$ cat config.mk
export PLATFORM = sky130hd
export DESIGN_NAME = cpr_div
export DESIGN_NICKNAME = d
export VERILOG_FILES = /design/src/design/cpr_pkg.sv /design/src/design/cpr_div.sv
export SDC_FILE = /design/constraint.sdc
export NUM_CORES = 1
export LEC_CHECK = 0
export CAP_MARGIN = 0
export CORE_MARGIN = 1.5
export CORE_UTILIZATION = 30
export DETAILED_ROUTE_END_ITERATION = 6
export DONT_BUFFER_PORTS = 1
export PLACE_DENSITY = 0.56
export SETUP_SLACK_MARGIN = 0.1
export SKIP_LAST_GASP = 1
export SYNTH_ARGS = -nofsm -noshare
export SYNTH_HDL_FRONTEND = slang
export SYNTH_SLANG_ARGS = --single-unit
export TNS_END_PERCENT = 50
$ cat constraint.sdc
create_clock -name clk -period 3 [get_ports clk]
set_clock_uncertainty 0.2 [all_clocks]
set_input_delay 0.15 -clock clk [delete_from_list [all_inputs] [get_ports clk]]
set_output_delay 0.15 -clock clk [all_outputs]
set_load 0.02 [all_outputs]
$ cat src/design/cpr_pkg.sv
// ---------------------------------------------------------------------------
// cpr_pkg: shared constants for the contact pair resolver
// Field widths, body type code, threshold reset, ratio constants and divider depth.
// ---------------------------------------------------------------------------
`default_nettype none

package cpr_pkg;

  localparam int TYPE_W   = 2;
  localparam int MASS_W   = 16;
  localparam int VEC_W    = 48;
  localparam int NRM_W    = 16;
  localparam int THR_W    = 15;

  // body kinds below this code count as fixed
  localparam logic [TYPE_W-1:0] TYPE_DYNAMIC = 2'd2;

  localparam logic [THR_W-1:0] THR_RESET = 15'd11469;  // 0.7 in Q1.14

  // mass ratio: unsigned Q0.16, one extra bit to hold 1.0
  localparam int RATIO_W = MASS_W + 1;
  localparam logic [RATIO_W-1:0] RATIO_HALF = 17'd32768;
  localparam logic [RATIO_W-1:0] RATIO_ONE  = 17'd65536;

  // one quotient bit per divider stage
  localparam int DIV_STEPS = RATIO_W;

endpackage

`default_nettype wire

$ cat src/design/cpr_div.sv
// ---------------------------------------------------------------------------
// cpr_div: pipelined restoring divider for the mass ratio
// quo = floor(num * 2^16 / den), one quotient bit per stage.
// ---------------------------------------------------------------------------
`default_nettype none

module cpr_div (
  input  logic                            clk,
  input  logic                            en,
  input  logic [cpr_pkg::MASS_W-1:0]      num,
  input  logic [cpr_pkg::RATIO_W-1:0]     den,
  output logic [cpr_pkg::RATIO_W-1:0]     quo,
  output logic                            rem_nz
);
  import cpr_pkg::*;

  logic [RATIO_W-1:0] rem_q  [DIV_STEPS];
  logic [RATIO_W-1:0] den_q  [DIV_STEPS];
  logic [RATIO_W-1:0] q_q    [DIV_STEPS];
  logic [RATIO_W-1:0] rem_next [DIV_STEPS];
  logic [RATIO_W-1:0] q_next   [DIV_STEPS];
  logic [RATIO_W:0]   trial    [DIV_STEPS];
  logic               ge       [DIV_STEPS];

  always_comb begin
    // first step: num <= den, so the top bit needs no shift
    trial[0]  = {2'b00, num};
    ge[0]     = trial[0] >= {1'b0, den};
    rem_next[0] = ge[0] ? RATIO_W'(trial[0] - {1'b0, den}) : RATIO_W'(trial[0]);
    q_next[0] = '0;
    q_next[0][DIV_STEPS-1] = ge[0];
    for (int k = 1; k < DIV_STEPS; k++) begin
      trial[k]  = {rem_q[k-1], 1'b0};
      ge[k]     = trial[k] >= {1'b0, den_q[k-1]};
      rem_next[k] = ge[k] ? RATIO_W'(trial[k] - {1'b0, den_q[k-1]})
                          : RATIO_W'(trial[k]);
      q_next[k] = q_q[k-1];
      q_next[k][DIV_STEPS-1-k] = ge[k];
    end
  end

  always_ff @(posedge clk) begin
    if (en) begin
      den_q[0] <= den;
      rem_q[0] <= rem_next[0];
      q_q[0]   <= q_next[0];
      for (int k = 1; k < DIV_STEPS; k++) begin
        den_q[k] <= den_q[k-1];
        rem_q[k] <= rem_next[k];
        q_q[k]   <= q_next[k];
      end
    end
  end

  assign quo    = q_q[DIV_STEPS-1];
  assign rem_nz = |rem_q[DIV_STEPS-1];

endmodule

`default_nettype wire

==> results.yml, run 1 <==
die:
  dieWidth_um: 364
  dieArea_mm2: 0.133
  die_h_um: 364
  pin_count: 53
  num_rows: 132
  core_region_area_mm2: 0.130
  start_util: 0.302
power:
  p_comb_frac: 0.472
  power_leakage_nw: 19.5
  clkPwrFrac: 0.198
  pwr-share-seq: 0.331
  p_per_area_mw_per_mm2: 1030
  ir_worst_vdd_mv: 0.461
  p_sw_frac: 0.343
  p_switching_mw: 16.9
  p_int_mw: 32.3
  total_power_mw: 49.2
sta:
  finalMaxSlewViolations: 692
  finalWorstSetupSlack_ns: -0.288
  hold_viol_final: 4
  slew_headroom: -1.92
  rsz0062_at_grt: "yes"
  timing.fmax_ghz: 0.304
  finalHoldWorstSlack_ns: -0.185
  tns_ns: -32.73
  post-route-min-period_ns: 3.29
  min_period_over_period: 1.10
  setup_viol: 178
  tightest_slew_ns: 4.38
routing:
  firstDrtPassIters: 7
  num_vias: 25400
  ant_nets: 0
  drt-initial-drc-count: 1535
  vias_per_cell: 4.67
  drc: 1
  wirelength_mm: 85.9
  wl_per_cell_um: 15.8
global_route:
  grt_pass1_vias: 24700
  grt_pass1_wl_mm: 133
  globalRoute.totalOverflow: 0
  grt_max_degree: 715
  antenna_found_initial: 0
  track_usage: 0.125
yosys:
  synth.top_cells.by_area: "edfxtp_1 (55%), ha_1 (9.2%), mux2_2 (4.5%)"
  synth_flop_cell: "edfxtp_1"
  yosys-top-cells-count: "edfxtp_1 (714), inv_1 (375), ha_1 (288), a21oi_1 (213), nand2_1 (194)"
  yosysTopAreaCellShare: 0.547
  syn_area_per_cell_um2: 11.9
  yosysSeqAreaShare: 0.547
  synth_nets: 3632
  synth_cells: 3292
  ys_warn_count: 0
  synth_edf_count: 714
  syn-cell-area_mm2: 0.0392
  synth-async-reset-ratio: 0
  ys_ff_latch: 714
  synth.most_common_cell: "edfxtp_1"
  synth_cell_types: 80
  yosys.area.top_type: "edfxtp_1"
run_status:
  status: "finished, violations left"
  violations: "DRC, hold timing, slew limit, setup timing"
placed_design:
  place_hpwl_mm: 58.5
  portBuffers: 0
  gp_congestion: 0.843
  post-place-ws_ns: -0.245
  place_area_mm2: 0.0427
clock_network:
  cts_tree: "yes"
  numClockSinks: 714
  cts_buffer_depth: 3
  htree_levels: 3
  clk_pin_slew_worst_paths_ns: 0.05
  cts_made_buffers: 85
  clockRootBuffer: "clkbuf_16"
  clk_latency_ns: 0.69
worst_setup_path:
  cp.required_ns: 1.94
  path_max_fanout: 714
  start_kind: "input pin"
  path_class: "input pin to flip-flop"
  crit_path_end_kind: "flip-flop"
  rrSetupSlack_ns: 0
  worstPathArrival_ns: 2.23
final_layout:
  nFillCells: 12600
  area_growth_pct: 21.5
  n_antenna_cell: 0
  design_area_mm2: 0.0476
  fin_nets: 3973
  multi_input_area_mm2: 0.0171
  drive_gt1_frac: 0.197
  regArea_mm2: 0.0214
job:
  cap_violations: 0
min_path:
  hold_class: "input pin to flip-flop"
flip-flops by register name, summed over array words and instances, names as in the netlist:
name   count
den_q    272
rem_q    289
q_q      153
routing by layer:
metal,vias to the layer above,wire length (um),track usage
met5,-,0,0
met4,0,2260,0.0398
met3,135,3310,0.0238
met2,379,40900,0.208
met1,12200,39400,0.162
li1,12700,-,-
stage by stage:
| stage | std cells | hold slack [ns] | util |
|---|---|---|---|
| after floorplan | 3292 | 0.0489 | - |
| after global placement | 5166 | 0.0490 | 0.329 |
| after detailed placement | 5166 | 0.0489 | 0.329 |
| after CTS | 5387 | -0.186 | 0.356 |
| after global routing | 5440 | -0.285 | 0.367 |
| final | 5440 | -0.185 | 0.367 |
power groups by stage:
stage | Combinational [mW] | Sequential, mW | Clock, mW
after floorplan | 15.1 | 15.6 | 0
after global placement | 19.8 | 16.5 | 0
after detailed placement | 19.9 | 16.4 | 0
after CTS | 20.7 | 16.2 | 10.1
after global routing | 25.6 | 16.5 | 10.5
final | 23.2 | 16.3 | 9.73
logic make-up after synthesis:
kind of cell / Yosys count / share of synthesized area
and+or+nand+nor: 660 / 0.0818
DFF: 714 / 0.547
adders and majority gates: 305 / 0.101
buffers and inverters: 429 / 0.0436
muxes: 185 / 0.0530
xor gates and xnor gates: 217 / 0.0485
AOI/OAI and AO/OA: 782 / 0.126
placed cells by master, fill, tap and decap left out, drive strengths merged, types with 42 or more instances in the layout:
master,n
o21ai,197
a21oi,215
xor2,92
nor2b,50
dlygate4sd3,51
o21a,49
nand4,42
nor2,179
buf,242
xnor2,125
ha,288
nand3,52
edfxtp,714
mux2,161
inv,379
clkbuf,106
a21o,129
nand2,195
clkinv,48
worst paths after layout:
kind | from | endpoint | cells past startpoint
hold / removal | en | den_q[0][68] | 0
hold reg to reg | q_q[4][15] | q_q[4][32] | 0
setup reg to reg | rem_q[1][1] | rem_q[2][6] | 10
setup / recovery | en | den_q[0][240] | 0
final cells by class:
class,instances,share of cell area
tap,1742,0.0458
inverter,376,0.0297
clock inverter,59,0.00941
clock buffer,93,0.0453
sequential,714,0.450
multi-input combinational,2149,0.358
timing repair buffer,307,0.0615
timing repair:
item                       in CTS  in global routing
pin swaps                      20                 73
setup endpoints to repair     214                256
setup buffers                  17                 40
gates cloned                    1                 13
hold endpoints to repair      493                450
gates resized for setup        56                226
hold buffers                   51                  1
No activity file was read; power rests on OpenSTA's default activity.
==> run 2, diff against run 1 <==
Settings changed: BUFFER_PORTS_ARGS from default to -buffer_cell sky130_fd_sc_hd__buf_2, DONT_BUFFER_PORTS 1 to default, PLACE_DENSITY 0.56 to 0.55.
Clock period 3 ns to 4.21 ns, I/O delays scaled along.
==> results.yml, run 2 (synthesis results as in run 1) <==
routing:
  ant_nets: 0
  drt-initial-drc-count: 1588
  wirelength_mm: 81.6
  drc: 0
  vias_per_cell: 4.66
  firstDrtPassIters: 5
  num_vias: 24500
  wl_per_cell_um: 15.6
sta:
  setup_viol: 0
  post-route-min-period_ns: 3.58
  tightest_slew_ns: 0.829
  hold_viol_final: 0
  finalMaxSlewViolations: 0
  finalWorstSetupSlack_ns: 0.633
  slew_headroom: 0.447
  tns_ns: 0
  timing.fmax_ghz: 0.280
  min_period_over_period: 0.850
  rsz0062_at_grt: "no"
power:
  p_sw_frac: 0.349
  clkPwrFrac: 0.222
  ir_worst_vdd_mv: 0.324
  p_comb_frac: 0.418
  p_switching_mw: 11.1
  p_per_area_mw_per_mm2: 715
  pwr-share-seq: 0.360
  power_leakage_nw: 18.1
  p_int_mw: 20.8
die:
  dieWidth_um: 364
  dieArea_mm2: 0.133
  die_h_um: 364
  core_region_area_mm2: 0.130
  start_util: 0.302
  num_rows: 132
  pin_count: 53
global_route:
  antenna_found_initial: 0
  grt_pass1_wl_mm: 130
  grt_max_degree: 118
  globalRoute.totalOverflow: 0
  track_usage: 0.122
  grt_pass1_vias: 24000
min_path:
  min_to: "den_q[0][12]"
  hold_class: "input pin to flip-flop"
  whs_path_depth: 2
  min-delay-start: "den[12]"
clock_network:
  clockRootBuffer: "clkbuf_16"
  cts_buffer_depth: 3
  htree_levels: 3
  clk_pin_slew_worst_paths_ns: 0.06
  cts_tree: "yes"
  numClockSinks: 714
  cts_made_buffers: 84
  clk_latency_ns: 0.66
final_layout:
  largest_register_ffs: 289
  nFillCells: 12800
  regMostFlops: "rem_q"
  final_common_cell: "edfxtp_1"
  drive_gt1_frac: 0.112
  n_antenna_cell: 0
  multi_input_area_mm2: 0.0161
  top_regs: "rem_q: 289 flops, den_q: 272 flops, q_q: 153 flops"
  area_growth_pct: 13.9
  layout_common_cells: "edfxtp_1 (714), inv_1 (375), ha_1 (288)"
  regArea_mm2: 0.0214
  fin_nets: 3777
  utilization: 0.344
placed_design:
  portBuffers: 52
  place_hpwl_mm: 59.7
  gp_congestion: 0.856
  post-place-ws_ns: 0.619
worst_setup_path:
  cp.required_ns: 4.40
  crit_path_end_kind: "flip-flop"
  rrSetupSlack_ns: 0.63
  rr_worst_depth: 9
  path_max_fanout: 17
  path_cells: "fa_1, nor2b_1, o21ai_0, a21boi_1, o21ai_0, a31oi_1, o211ai_1, nand2_1, mux2_2"
  r2r_start: "den_q[0][221]"
  r2r-end: "rem_q[14][15]"
  crit_top_cell: "o21ai_0"
  start_kind: "flip-flop"
  path_class: "flip-flop to flip-flop"
  critical_path.slowest_cell: "nand2_1"
  worstPathArrival_ns: 3.77
  crit_path_max_incr_delay_ns: 0.59
run_status:
  status: "completed"
job:
  cap_violations: 0
## run 2: cell count changes in the layout (fill, tap and decap cells not counted), sizes merged
cell	before	now
buf	242	78
bufinv	4	7
clkbuf	106	100
clkinv	48	39
dlygate4sd3	51	34
dlymetal6s4s	1	0
inv	379	380
## run 2: power by group through the flow
stage / clock network, mW / registers [mW] / logic (mW)
2_1_floorplan: 0 / 11.1 / 10.7
3_3_place_gp: 0 / 11.7 / 13.1
3_5_place_dp: 0 / 11.7 / 13.2
4_1_cts: 7.37 / 11.6 / 13.3
5_1_grt: 7.63 / 11.7 / 14.9
6_report: 7.09 / 11.5 / 13.3
## run 2: stage by stage
stage	std cells	cell area, um^2	power (mW)	hold WS, ns
after floorplan	3292	39200	21.8	0.109
after global placement	5059	41600	24.8	0.200
after detailed placement	5059	41600	24.9	0.204
after CTS	5247	44600	32.3	0.0289
after global routing	5247	44600	34.2	0.0597
final	5247	44600	31.9	0.0862
## run 2: final cells by class
cell class / count / area share
Sequential cell: 714 / 0.480
Timing Repair Buffer: 112 / 0.0197
Multi-Input combinational cell: 2149 / 0.360
Clock buffer: 100 / 0.0484
Tap cell: 1742 / 0.0488
Clock inverter: 54 / 0.0115
Inverter: 376 / 0.0316
## run 2: worst max path at each step
stage	slack, ns	end	from
global route	0.31	rem_q[14][15]	den_q[0][221]
CTS	0.57	rem_q[14][15]	den_q[0][221]
detailed placement	0.62	rem_q[14][15]	den_q[0][221]
global placement	0.69	rem_q[14][14]	den_q[0][221]
finish	0.63	rem_q[14][15]	den_q[0][221]
floorplan	1.04	rem_q[10][10]	den_q[0][153]
## run 2: critical path, delay by kind of cell, from the launching register on
family	cells	cell delay [ns]
mux	1	0.42
compound gates	5	1.04
simple gates	2	0.71
fa+ha+maj	1	0.48
flops	1	0.46
## run 2: per-layer routing
layer | track usage | vias to the layer above | routed length [um] | part of all wire
met2 | 0.201 | 428 | 37800 | 0.46
met5 | 0 | - | 0 | 0
met3 | 0.0215 | 142 | 3210 | 0.039
met4 | 0.0433 | 0 | 2670 | 0.033
met1 | 0.161 | 11500 | 37900 | 0.46
li1 | - | 12400 | - | -
## run 2: what timing repair did
item | CTS | global route
hold buffers | 34 | 0
setup buffers | 0 | 0
gates resized for setup | 0 | 0
endpoints found under the hold margin | 88 | 0
